<file path="config.mk">
export PLATFORM = sky130hd
export DESIGN_NAME = clipped_glyph_blit_blend
export DESIGN_NICKNAME = d
export VERILOG_FILES = /design/src/rtl/cgbb_pkg.sv /design/src/rtl/cgbb_cfg.sv /design/src/rtl/cgbb_raster.sv /design/src/rtl/cgbb_pixel.sv /design/src/rtl/clipped_glyph_blit_blend.sv
export SDC_FILE = /design/constraint.sdc
export NUM_CORES = 1
export LEC_CHECK = 0
export BUFFER_PORTS_ARGS = -buffer_cell sky130_fd_sc_hd__clkbuf_2
export CORE_ASPECT_RATIO = 2
export CORE_UTILIZATION = 50
export DETAILED_ROUTE_END_ITERATION = 8
export PLACE_DENSITY_LB_ADDON = 0.1
export SYNTH_ARGS = -nofsm -noshare
export SYNTH_HDL_FRONTEND = slang
export SYNTH_SLANG_ARGS = --single-unit
</file>
<file path="constraint.sdc">
create_clock -name clk -period 12 [get_ports clk]
set_clock_uncertainty 0.1 [all_clocks]
set_input_delay 3 -clock clk [delete_from_list [all_inputs] [get_ports clk]]
set_output_delay 3 -clock clk [all_outputs]
set_load 0.02 [all_outputs]
</file>
<file path="src/rtl/cgbb_pkg.sv">
// Shared types, constants and the blend function of the glyph blit block.
package cgbb_pkg;

	localparam int MAX_DIMENSION_DEF  = 4096;
	localparam int MAX_GLYPH_SIDE_DEF = 255;

	// Signed width that holds any pixel position, clip bound or buffer size.
	localparam int POS_W    = 16;
	localparam int COORD_W  = 13;
	localparam int COLOR_W  = 16;
	localparam int COV_W    = 8;
	localparam int SIDE_W   = 8;
	localparam int ADDR_W   = 24;
	localparam int CFG_IDX_W = 3;
	localparam int CFG_DATA_W = 16;

	localparam int WIDTH_RST  = 480;
	localparam int HEIGHT_RST = 272;
	localparam logic signed [COORD_W-1:0] CLIP_HI_RST = 13'sd4095;

	localparam logic [COV_W-1:0]   COV_FULL   = 8'd128;
	localparam logic [COV_W-1:0]   COV_NONE   = 8'd1;
	localparam logic [COLOR_W-1:0] BLEND_MASK = 16'h0821;

	typedef enum logic [CFG_IDX_W-1:0] {
		REG_TEXT_COLOR    = 3'd0,
		REG_CLIP_LEFT     = 3'd1,
		REG_CLIP_TOP      = 3'd2,
		REG_CLIP_RIGHT    = 3'd3,
		REG_CLIP_BOTTOM   = 3'd4,
		REG_BUFFER_WIDTH  = 3'd5,
		REG_BUFFER_HEIGHT = 3'd6
	} reg_idx_t;

	typedef enum logic {
		KIND_START  = 1'b0,
		KIND_SAMPLE = 1'b1
	} kind_t;

	// Clip rectangle after clamping to the buffer, inclusive bounds.
	typedef struct packed {
		logic signed [POS_W-1:0] left;
		logic signed [POS_W-1:0] top;
		logic signed [POS_W-1:0] right;
		logic signed [POS_W-1:0] bottom;
	} clip_t;

	// One live sample on its way to the blend stage.
	typedef struct packed {
		logic signed [POS_W-1:0] px;
		logic signed [POS_W-1:0] py;
		logic [COV_W-1:0]        coverage;
		logic [COLOR_W-1:0]      old_pixel;
	} pix_t;

	function automatic logic [COLOR_W-1:0] blend(input logic [COV_W-1:0] cov,
			input logic [COLOR_W-1:0] c, input logic [COLOR_W-1:0] o);
		logic [COLOR_W:0] sum;
		logic [COLOR_W:0] mix;
		sum = {1'b0, c} + {1'b0, o};
		mix = sum ^ {1'b0, (c ^ o) & BLEND_MASK};
		if (cov > COV_FULL)
			return c;
		else if (cov > COV_NONE)
			return mix[COLOR_W:1];
		else
			return o;
	endfunction

endpackage

</file>
<file path="src/rtl/cgbb_cfg.sv">
// Configuration registers and the clamped clip rectangle.
module cgbb_cfg #(
	parameter int MAX_DIMENSION = cgbb_pkg::MAX_DIMENSION_DEF,
	localparam int DW = $clog2(MAX_DIMENSION + 1)
) (
	input  logic                            clk,
	input  logic                            arst_n,
	input  logic                            cfg_valid,
	input  logic [cgbb_pkg::CFG_IDX_W-1:0]  cfg_index,
	input  logic [cgbb_pkg::CFG_DATA_W-1:0] cfg_data,
	output logic [cgbb_pkg::COLOR_W-1:0]    color,
	output logic [DW-1:0]                   stride,
	output cgbb_pkg::clip_t                 clip
);
	import cgbb_pkg::*;

	localparam logic [DW-1:0] W_RST =
		DW'((WIDTH_RST > MAX_DIMENSION) ? MAX_DIMENSION : WIDTH_RST);
	localparam logic [DW-1:0] H_RST =
		DW'((HEIGHT_RST > MAX_DIMENSION) ? MAX_DIMENSION : HEIGHT_RST);

	logic [COLOR_W-1:0]        text_color_q;
	logic signed [COORD_W-1:0] clip_left_q, clip_top_q, clip_right_q, clip_bottom_q;
	logic [DW-1:0]             width_q, height_q;
	logic [COORD_W-1:0]        dim_raw;
	logic [DW-1:0]             dim_sat;
	logic signed [POS_W-1:0]   w_s, h_s, r_s, b_s, l_s, t_s;

	assign dim_raw = cfg_data[COORD_W-1:0];
	assign dim_sat = (32'(dim_raw) > MAX_DIMENSION) ? DW'(MAX_DIMENSION) : DW'(dim_raw);

	always_ff @(posedge clk or negedge arst_n) begin
		if (!arst_n) begin
			text_color_q  <= '0;
			clip_left_q   <= '0;
			clip_top_q    <= '0;
			clip_right_q  <= CLIP_HI_RST;
			clip_bottom_q <= CLIP_HI_RST;
			width_q       <= W_RST;
			height_q      <= H_RST;
		end else if (cfg_valid) begin
			case (cfg_index)
				REG_TEXT_COLOR:    text_color_q  <= cfg_data;
				REG_CLIP_LEFT:     clip_left_q   <= signed'(cfg_data[COORD_W-1:0]);
				REG_CLIP_TOP:      clip_top_q    <= signed'(cfg_data[COORD_W-1:0]);
				REG_CLIP_RIGHT:    clip_right_q  <= signed'(cfg_data[COORD_W-1:0]);
				REG_CLIP_BOTTOM:   clip_bottom_q <= signed'(cfg_data[COORD_W-1:0]);
				REG_BUFFER_WIDTH:  width_q       <= dim_sat;
				REG_BUFFER_HEIGHT: height_q      <= dim_sat;
				default: ;
			endcase
		end
	end

	assign w_s = signed'(POS_W'(width_q));
	assign h_s = signed'(POS_W'(height_q));
	assign l_s = POS_W'(clip_left_q);
	assign t_s = POS_W'(clip_top_q);
	assign r_s = POS_W'(clip_right_q);
	assign b_s = POS_W'(clip_bottom_q);

	always_comb begin
		clip.left   = (l_s < 0) ? '0 : l_s;
		clip.top    = (t_s < 0) ? '0 : t_s;
		clip.right  = (r_s >= w_s) ? w_s - POS_W'(1) : r_s;
		clip.bottom = (b_s >= h_s) ? h_s - POS_W'(1) : b_s;
	end

	assign color  = text_color_q;
	assign stride = width_q;

endmodule

</file>
<file path="src/rtl/cgbb_raster.sv">
// Glyph raster walker: tracks origin and position, registers live samples.
module cgbb_raster #(
	parameter int MAX_GLYPH_SIDE = cgbb_pkg::MAX_GLYPH_SIDE_DEF,
	localparam int GW = $clog2(MAX_GLYPH_SIDE + 1)
) (
	input  logic                              clk,
	input  logic                              arst_n,
	input  logic                              accept,
	input  logic                              advance,
	input  logic                              kind,
	input  logic signed [cgbb_pkg::COORD_W-1:0] glyph_x,
	input  logic signed [cgbb_pkg::COORD_W-1:0] glyph_y,
	input  logic [cgbb_pkg::SIDE_W-1:0]       glyph_cols,
	input  logic [cgbb_pkg::SIDE_W-1:0]       glyph_rows,
	input  logic [cgbb_pkg::COV_W-1:0]        coverage,
	input  logic [cgbb_pkg::COLOR_W-1:0]      old_pixel,
	output logic                              valid_s1,
	output cgbb_pkg::pix_t                    pix_s1
);
	import cgbb_pkg::*;

	logic signed [COORD_W-1:0] origin_x_q, origin_y_q;
	logic [GW-1:0]             cols_q, rows_q, col_q, row_q;
	logic [GW-1:0]             col_inc;
	logic                      live;
	logic                      sample;

	assign live    = (cols_q != '0) && (row_q < rows_q);
	assign sample  = accept && (kind == KIND_SAMPLE) && live;
	assign col_inc = col_q + GW'(1);

	always_ff @(posedge clk or negedge arst_n) begin
		if (!arst_n) begin
			origin_x_q <= '0;
			origin_y_q <= '0;
			cols_q     <= '0;
			rows_q     <= '0;
			col_q      <= '0;
			row_q      <= '0;
		end else if (accept && kind == KIND_START) begin
			origin_x_q <= glyph_x;
			origin_y_q <= glyph_y;
			cols_q <= (32'(glyph_cols) > MAX_GLYPH_SIDE) ? GW'(MAX_GLYPH_SIDE) : GW'(glyph_cols);
			rows_q <= (32'(glyph_rows) > MAX_GLYPH_SIDE) ? GW'(MAX_GLYPH_SIDE) : GW'(glyph_rows);
			col_q  <= '0;
			row_q  <= '0;
		end else if (sample) begin
			// wrap to the next glyph row at the end of a line
			if (col_inc >= cols_q) begin
				col_q <= '0;
				row_q <= row_q + GW'(1);
			end else begin
				col_q <= col_inc;
			end
		end
	end

	always_ff @(posedge clk or negedge arst_n) begin
		if (!arst_n)
			valid_s1 <= 1'b0;
		else if (advance)
			valid_s1 <= sample;
	end

	always_ff @(posedge clk) begin
		if (sample) begin
			pix_s1.px        <= POS_W'(origin_x_q) + signed'(POS_W'(col_q));
			pix_s1.py        <= POS_W'(origin_y_q) + signed'(POS_W'(row_q));
			pix_s1.coverage  <= coverage;
			pix_s1.old_pixel <= old_pixel;
		end
	end

endmodule

</file>
<file path="src/rtl/cgbb_pixel.sv">
// Clip test, blend and address stage feeding the result register.
module cgbb_pixel #(
	parameter int MAX_DIMENSION = cgbb_pkg::MAX_DIMENSION_DEF,
	localparam int DW = $clog2(MAX_DIMENSION + 1)
) (
	input  logic                           clk,
	input  logic                           arst_n,
	input  logic                           advance,
	input  logic                           valid_s1,
	input  cgbb_pkg::pix_t                 pix_s1,
	input  cgbb_pkg::clip_t                clip,
	input  logic [cgbb_pkg::COLOR_W-1:0]   color,
	input  logic [DW-1:0]                  stride,
	output logic                           out_valid,
	output logic [cgbb_pkg::ADDR_W-1:0]    write_address,
	output logic [cgbb_pkg::COLOR_W-1:0]   new_pixel
);
	import cgbb_pkg::*;

	localparam int AW = 2 * DW + 1;

	logic          in_clip;
	logic [AW-1:0] lin;
	logic          out_valid_q;

	assign in_clip = (pix_s1.px >= clip.left) && (pix_s1.px <= clip.right) &&
		(pix_s1.py >= clip.top) && (pix_s1.py <= clip.bottom);

	// Both coordinates are below the buffer size whenever the pixel is inside.
	assign lin = AW'(pix_s1.py[DW-1:0] * stride) + AW'(pix_s1.px[DW-1:0]);

	always_ff @(posedge clk or negedge arst_n) begin
		if (!arst_n)
			out_valid_q <= 1'b0;
		else if (advance)
			out_valid_q <= valid_s1 && in_clip;
	end

	always_ff @(posedge clk) begin
		if (advance && valid_s1 && in_clip) begin
			write_address <= ADDR_W'(lin);
			new_pixel     <= blend(pix_s1.coverage, color, pix_s1.old_pixel);
		end
	end

	assign out_valid = out_valid_q;

endmodule

</file>
<file path="src/rtl/clipped_glyph_blit_blend.sv">
// Clipped glyph blit with alpha-average blend into an RGB565 frame buffer.
//
// Input channel (in_valid / in_stall): a start beat (kind 0) loads the glyph
// origin and size; sample beats (kind 1) follow in raster order, each with a
// coverage byte and the frame-buffer pixel under it.
// Output channel (out_valid / out_stall): one beat per sample that falls in
// the clamped clip rectangle, carrying the pixel index and the value to store.
// Start beats, samples outside the clip and samples past the glyph give none.
// Config channel (cfg_valid / cfg_ready): always ready; write only while idle.
// An accepted sample passes through the raster register, then through the
// clip/blend/address stage into the result register.
// Throughput is one beat per cycle while out_stall is low; the row-times-stride
// multiply and the clip compares in the second stage set the clock.
// When out_stall is held the result and the raster register hold, and
// in_stall rises once both are full.
// Reset empties the pipeline, clears the glyph (samples are dropped until a
// start beat) and loads the register reset values.
module clipped_glyph_blit_blend #(
	parameter int MAX_DIMENSION  = cgbb_pkg::MAX_DIMENSION_DEF,
	parameter int MAX_GLYPH_SIDE = cgbb_pkg::MAX_GLYPH_SIDE_DEF
) (
	input  logic                                clk,
	input  logic                                arst_n,
	input  logic                                cfg_valid,
	output logic                                cfg_ready,
	input  logic [cgbb_pkg::CFG_IDX_W-1:0]      cfg_index,
	input  logic [cgbb_pkg::CFG_DATA_W-1:0]     cfg_data,
	input  logic                                in_valid,
	output logic                                in_stall,
	input  logic                                kind,
	input  logic signed [cgbb_pkg::COORD_W-1:0] glyph_x,
	input  logic signed [cgbb_pkg::COORD_W-1:0] glyph_y,
	input  logic [cgbb_pkg::SIDE_W-1:0]         glyph_cols,
	input  logic [cgbb_pkg::SIDE_W-1:0]         glyph_rows,
	input  logic [cgbb_pkg::COV_W-1:0]          coverage,
	input  logic [cgbb_pkg::COLOR_W-1:0]        old_pixel,
	output logic                                out_valid,
	input  logic                                out_stall,
	output logic [cgbb_pkg::ADDR_W-1:0]         write_address,
	output logic [cgbb_pkg::COLOR_W-1:0]        new_pixel
);
	import cgbb_pkg::*;

	localparam int DW = $clog2(MAX_DIMENSION + 1);

	logic [COLOR_W-1:0] color;
	logic [DW-1:0]      stride;
	clip_t              clip;
	logic               valid_s1;
	pix_t               pix_s1;
	logic               out_adv;
	logic               s1_adv;
	logic               accept;

	// advance the result register when empty or taken, the raster register
	// when it is empty or moves on
	assign out_adv   = !out_valid || !out_stall;
	assign s1_adv    = !valid_s1 || out_adv;
	assign in_stall  = !s1_adv;
	assign accept    = in_valid && s1_adv;
	assign cfg_ready = 1'b1;

	cgbb_cfg #(.MAX_DIMENSION(MAX_DIMENSION)) u_cfg (
		.clk       (clk),
		.arst_n    (arst_n),
		.cfg_valid (cfg_valid),
		.cfg_index (cfg_index),
		.cfg_data  (cfg_data),
		.color     (color),
		.stride    (stride),
		.clip      (clip)
	);

	cgbb_raster #(.MAX_GLYPH_SIDE(MAX_GLYPH_SIDE)) u_raster (
		.clk        (clk),
		.arst_n     (arst_n),
		.accept     (accept),
		.advance    (s1_adv),
		.kind       (kind),
		.glyph_x    (glyph_x),
		.glyph_y    (glyph_y),
		.glyph_cols (glyph_cols),
		.glyph_rows (glyph_rows),
		.coverage   (coverage),
		.old_pixel  (old_pixel),
		.valid_s1   (valid_s1),
		.pix_s1     (pix_s1)
	);

	cgbb_pixel #(.MAX_DIMENSION(MAX_DIMENSION)) u_pixel (
		.clk           (clk),
		.arst_n        (arst_n),
		.advance       (out_adv),
		.valid_s1      (valid_s1),
		.pix_s1        (pix_s1),
		.clip          (clip),
		.color         (color),
		.stride        (stride),
		.out_valid     (out_valid),
		.write_address (write_address),
		.new_pixel     (new_pixel)
	);

endmodule
</file>
==> metrics.csv, run 1 <==
metric,value,unit
power,4.357,mW
dpl_cell_area,20580,sq um
antenna_found_initial,0,
grt_usage,0.2452,
cp-end-kind,flop,
die_x,141.5,um
cts-root-buf,clkbuf_16,
antenna_left,0,
nets,2467,
fmax,143.7,MHz
r2r_cells,21,
via_per_inst,5.451,
period_needed,6961,ps
antenna_cells,0,
grt_start_max_net_pins,87,
report.final.slew_viol_count,0,
die_height,281.0,um
synth_nets,2370,
wl,46520,um
port-buffer-count,132,
clock_sinks,246,
routedWlPerCell,18.09,um
cts_buffer_depth,3,
syn_inst,1942,
seq_power_share,0.284,
start_util,0.5098,
cts_tree,built,
ir_drop,178.2,uV
power_density,203.5,nW/um^2
dr.pass1.iters,5,
postCtsSetupBuffers,0,
startpoint_type,flop,
cts_resized,0,
stdcell_area,21410,sq um
combPwrFrac,0.533,
cp.depth,21,
hold_class,flop to flop,
synth_edf_count,92,
grt_setup_unrepaired,no,
ys_ff_latch,246,
crit_fanout,15,
fill_cells,3458,
clkTransAtPathRegs,60,ps
slowest_stage,edfxtp_1,
criticalPathCategory,flop to flop,
rows,101,
drive_above_1_share,0.1454,
place_congestion,0.8996,
avgSynthCellArea,10.02,sq um
setup-violations-final,0,
grt_pass1_wl,75380,um
timing.hold.ws,379.8,ps
p_int,2.560,mW
cp_top_family,adder cells,
async_flop_share,0.6260,
grt_pass1_vias,15080,
leakage,10.23,nW
clock_latency,540,ps
switchingPower,1.797,mW
slew_headroom,0.2360,
post-route-period-util,0.5801,
p_clk_frac,0.183,
drt-initial-drc-count,435,
h-tree-depth,1,
yosys_warnings,0,
maxCapViolations,0,
grt-ovfl-total,0,
final_hold_viol_count,0,
dp_hpwl,36590,um
status,finished clean,
slowest_delay,640,ps
dieArea,39750,sq um
postCtsHoldBufs,0,
worst_pin_slew,1141,ps
crit_chain,and2_1 > fa_1 > inv_1 > fa_1 > inv_1 > fa_1 > inv_1 > fa_1 > inv_1 > fa_1 > inv_1 > fa_1 > inv_1 > ha_1 > and3_1 > nand3_1 > o211ai_1 > nand2_1 > o31ai_1 > and4_1 > nor3_1,
synth_ff_type,dfrtp_1,
cts_buffers,25,
syn_to_final_growth,10.02,%
io_pins,134,
required,12190,ps
synth.cell_area,19460,sq um
tns,0,ps
cp.arrival,7150,ps
synth_cell_type_count,67,
core,38160,sq um
num_vias,14020,
swShare,0.4124,
min_path_cells,2,
seq_area_frac_synth,0.3420,
worst-path-buf-inv,6,
drcViolationCount,0,
flip-flops by register name, indices dropped and copies added, names as in the netlist, 8 cells and up:
signal / count
u_cfg.stride: 13
u_raster.col_q: 8
u_raster.pix_s1: 52
u_pixel.new_pixel: 16
u_raster.cols_q: 8
u_cfg.clip_right_q: 13
u_cfg.clip_top_q: 13
u_pixel.write_address: 24
u_raster.rows_q: 8
u_cfg.color: 16
u_cfg.clip_left_q: 13
u_cfg.clip_bottom_q: 13
u_raster.row_q: 8
u_raster.origin_y_q: 13
u_cfg.height_q: 13
u_raster.origin_x_q: 13
cell type report:
| class | instances | area (sq um) | share of cell area |
|---|---|---|---|
| multi-input cells | 1393 | 11680 | 0.5457 |
| flip-flops and latches | 246 | 6654 | 0.3108 |
| inverters | 233 | 874.6 | 0.04086 |
| repair buffers | 140 | 726.9 | 0.03396 |
| clock buffers | 36 | 723.2 | 0.03379 |
| well taps | 515 | 644.4 | 0.03010 |
| clock inverters | 9 | 101.3 | 0.004735 |
power groups by stage:
stage | sequential, mW | clock, mW | combinational [mW]
floorplan | 1.17 | 0 | 1.84
global placement | 1.25 | 0 | 2.27
detailed placement | 1.25 | 0 | 2.33
CTS | 1.23 | 0.823 | 2.35
global route | 1.25 | 0.855 | 2.66
finish | 1.24 | 0.797 | 2.32
stage by stage:
step | setup slack, ps | cells | util
final | 5039 | 2572 | 0.5609
after global routing | 4761 | 2572 | 0.5609
after CTS | 5109 | 2572 | 0.5609
after detailed placement | 5115 | 2527 | 0.5393
after global placement | 5287 | 2527 | 0.5393
after floorplan | 5604 | 1942 | -
worst paths after layout:
kind                                        start                        end  slack (ps)
min reg2reg                u_raster.origin_x_q[6]     u_raster.origin_x_q[6]         380
min                        u_raster.origin_x_q[6]     u_raster.origin_x_q[6]         380
max                           u_raster.pix_s1[29]  u_pixel.write_address[23]        5040
max in group asynchronous                  arst_n       u_cfg.clip_top_q[11]        7900
min in group asynchronous                  arst_n            u_cfg.color[13]        2390
max reg2reg                   u_raster.pix_s1[29]  u_pixel.write_address[23]        5040
placed cells by master, fill, tap and decap left out, types with 27 or more instances in the layout:
cell	instances
dfrtp_1	124
ha_1	205
xnor2_1	52
nand2_1	269
o21ai_0	83
edfxtp_1	92
a21o_1	43
and2_1	75
nor2_1	63
clkbuf_2	131
fa_1	132
a21oi_1	71
mux2_2	67
inv_1	232
dfstp_2	30
nand2b_1	45
clkbuf_16	27
per-layer routing:
metal	up-vias	global-route usage	routed length [um]
li1	6748	-	-
met1	6852	0.2529	17080
met2	304	0.4807	25690
met3	115	0.02164	1275
met4	0	0.1293	2473
met5	-	0	0
worst register-to-register path: stages (launching register included):
cell and delay, ps:
edfxtp_1 640, and2_1 300, fa_1 530, inv_1 50, fa_1 530, inv_1 60
fa_1 490, inv_1 50, fa_1 480, inv_1 60, fa_1 520, inv_1 50
fa_1 500, inv_1 40, ha_1 360, and3_1 220, nand3_1 210, o211ai_1 410
nand2_1 180, o31ai_1 610, and4_1 270, nor3_1 50
cells in the mapped netlist (7+ instances only):
master	instances	area, sq um
dfstp_2	30	788.3
dfrtp_1	124	3103
edfxtp_1	92	2763
a21oi_1	72	360.4
nand3_1	25	125.1
o22ai_1	7	43.79
ha_1	205	2565
nor4_1	8	50.05
mux2i_1	25	250.2
nand2b_1	45	281.5
or4_1	13	97.59
o21a_1	16	120.1
xor2_1	23	201.4
clkbuf_1	64	240.2
o21ai_0	83	415.4
a21o_1	43	322.8
and2_1	75	469.2
nor2b_1	11	68.82
o211ai_1	9	67.56
inv_1	232	870.8
nand4_1	16	100.1
xnor2_1	52	455.4
a211oi_1	15	112.6
a31oi_1	8	50.05
mux2_2	67	754.5
nor2_1	63	236.5
nor3_1	19	95.09
nand2_1	269	1010
fa_1	132	2643
kinds of logic after synthesis:
family / Yosys count / share of synthesized area
xor+xnor: 75 / 0.03376
flops: 246 / 0.3420
compound gates: 309 / 0.1014
fa+ha+maj: 337 / 0.2677
buf+inv: 303 / 0.05923
other cells: 1 / 0.0001927
mux: 92 / 0.05164
simple gates: 579 / 0.1441
No activity file was read; power rests on OpenSTA's default activity.
==> inputs of run 2 (changes only) <==
==> constraint.sdc (replaced) <==
create_clock -name clk -period 6.9 [get_ports clk]
set_clock_uncertainty 0.1 [all_clocks]
set_input_delay 1.725 -clock clk [delete_from_list [all_inputs] [get_ports clk]]
set_output_delay 1.725 -clock clk [all_outputs]
set_load 0.02 [all_outputs]
==> metrics.csv, run 2 (synthesis results as in run 1) <==
metric,value,unit,change
worst_pin_slew,1231,ps,+89.63 ps
grt_usage,0.2471,,+0.001848
cp-end-kind,flop,,
r2r_slack,340,ps,-4700 ps
criticalPathCategory,flop to flop,,
min_path_cells,2,,unchanged
largestRegisters,"u_raster.pix_s1: 52 flops, u_pixel.write_address: 24 flops",,
status,finished clean,,
tns,0,ps,unchanged
dr.pass1.iters,5,,unchanged
nets,2481,,+0.57%
p_clk_frac,0.170,,-0.013
drive_above_1_share,0.1516,,+0.006260
crit_chain,and2_1 > fa_1 > inv_1 > fa_1 > inv_1 > fa_1 > inv_1 > fa_1 > inv_1 > fa_1 > inv_1 > fa_1 > inv_1 > ha_1 > and3_1 > nand3_1 > o211ai_1 > nand2_1 > o31ai_1 > and4_1 > nor3_1,,
hold_class,flop to flop,,
worstHoldEndpoint,u_raster.origin_x_q[6],,
hp-start,u_raster.origin_x_q[6],,
syn_to_final_growth,10.23,%,
drcViolationCount,0,,unchanged
regMostFlops,u_raster.pix_s1,,
largest_reg_flops,52,,unchanged
report.final.slew_viol_count,0,,unchanged
cts_buffer_depth,3,,unchanged
layout_common_cells,"nand2_1, inv_1, ha_1",,
switchingPower,3.125,mW,+74%
via_per_inst,5.451,,about the same
grt_setup_unrepaired,no,,
cts_resized,0,,unchanged
required,7080,ps,-5110 ps
grt_pass1_wl,75790,um,+0.55%
layout_commonest_cell,nand2_1,,
antenna_found_initial,0,,unchanged
startpoint_type,flop,,
die_x,141.5,um,unchanged
clkTransAtPathRegs,70,ps,about the same
h-tree-depth,1,,unchanged
wl,46510,um,about the same
grt_start_max_net_pins,84,,-3.4%
slowest_delay,540,ps,-100 ps
place_congestion,0.9046,,+0.56%
r2r_cells,21,,unchanged
die_height,281.0,um,unchanged
antenna_cells,0,,unchanged
cts-root-buf,clkbuf_16,,
setup-violations-final,0,,unchanged
cts_tree,built,,
fin_util,0.5619,,+0.001049
crit_fanout,10,,-5
antenna_left,0,,unchanged
final_hold_viol_count,0,,unchanged
grt_pass1_vias,15090,,+0.040%
period_needed,6559,ps,-401.8 ps
slew_headroom,0.1760,,-0.06002
rr_startpoint,u_cfg.stride[3],,
port-buffer-count,132,,unchanged
cts_buffers,25,,unchanged
maxCapViolations,0,,unchanged
rr_endpoint,u_pixel.write_address[23],,
ir_drop,203.7,uV,+14%
seq_power_share,0.284,,about the same
dp_hpwl,37430,um,+2.3%
dieArea,39750,sq um,unchanged
drt-initial-drc-count,576,,+32%
cp.arrival,6740,ps,-410 ps
start_util,0.5098,,unchanged
combPwrFrac,0.546,,+0.013
num_vias,14100,,+0.55%
postCtsHoldBufs,0,,unchanged
grt-ovfl-total,0,,unchanged
slowest_stage,fa_1,,
io_pins,134,,unchanged
fmax,152.5,MHz,+6.1%
p_int,4.356,mW,+70%
core,38160,sq um,unchanged
routedWlPerCell,17.99,um,-0.55%
leakage,10.27,nW,+0.37%
clock_sinks,246,,unchanged
postCtsSetupBuffers,0,,unchanged
clock_latency,540,ps,about the same
power_density,348.8,nW/um^2,+71%
swShare,0.4178,,+0.005401
rows,101,,unchanged
post-route-period-util,0.9506,,+0.3705
-- run 2: how the worst max path moves through the flow --
stage / slack [ps] / end / start / cells past startpoint
5_1_grt: 100 / u_pixel.write_address[23] / u_cfg.stride[3] / 21
6_report: 340 / u_pixel.write_address[23] / u_cfg.stride[3] / 21
3_3_place_gp: 500 / u_pixel.write_address[23] / u_cfg.stride[3] / 21
4_1_cts: 360 / u_pixel.write_address[23] / u_cfg.stride[3] / 21
2_1_floorplan: 500 / u_pixel.new_pixel[0] / u_cfg.stride[6] / 20
3_5_place_dp: 370 / u_pixel.write_address[23] / u_cfg.stride[3] / 21
-- run 2: power by group through the flow --
stage          sequential, mW  combinational [mW]  clock, mW
3_3_place_gp             2.14                4.01          0
3_5_place_dp             2.15                4.10          0
5_1_grt                  2.15                4.66       1.36
6_report                 2.12                4.08       1.27
4_1_cts                  2.12                4.13       1.31
2_1_floorplan            2.04                3.20          0
-- run 2: final cells by class --
| class | count | area (sq um) |
|---|---|---|
| clock buffer | 29 | 660.6 |
| clock inverter | 16 | 86.33 |
| fill | 3508 | 16720 |
| inverter | 233 | 874.6 |
| multi-input combinational | 1393 | 11680 |
| sequential | 246 | 6654 |
| tap | 515 | 644.4 |
| timing repair buffer | 154 | 844.6 |
-- run 2: through the flow --
step	total power, mW	instances	hold WS [ps]	instance area (sq um)	setup WS, ps
final	7.481	2586	381.6	21450	340.8
after global routing	8.178	2586	401.2	21450	95.99
after CTS	7.559	2586	382.8	21450	358.9
after detailed placement	6.245	2541	367.7	20700	374.4
after global placement	6.149	2541	365.1	20700	504.0
after floorplan	5.237	1942	346.7	19460	504.1
-- run 2: worst max-delay path: cells and delay by family, from the launching register on --
kind            cells  cell delay (ps)
compound gates      2              810
flops               1              480
simple gates        6             1170
fa+ha+maj           7             3430
buf+inv             6              320
-- run 2: metal layers --
metal	GRT usage	vias up	wire (um)
met4	0.1307	0	2482
met3	0.02198	131	1464
met1	0.2545	6868	16720
met5	0	-	0
li1	-	6789	-
met2	0.4844	308	25840
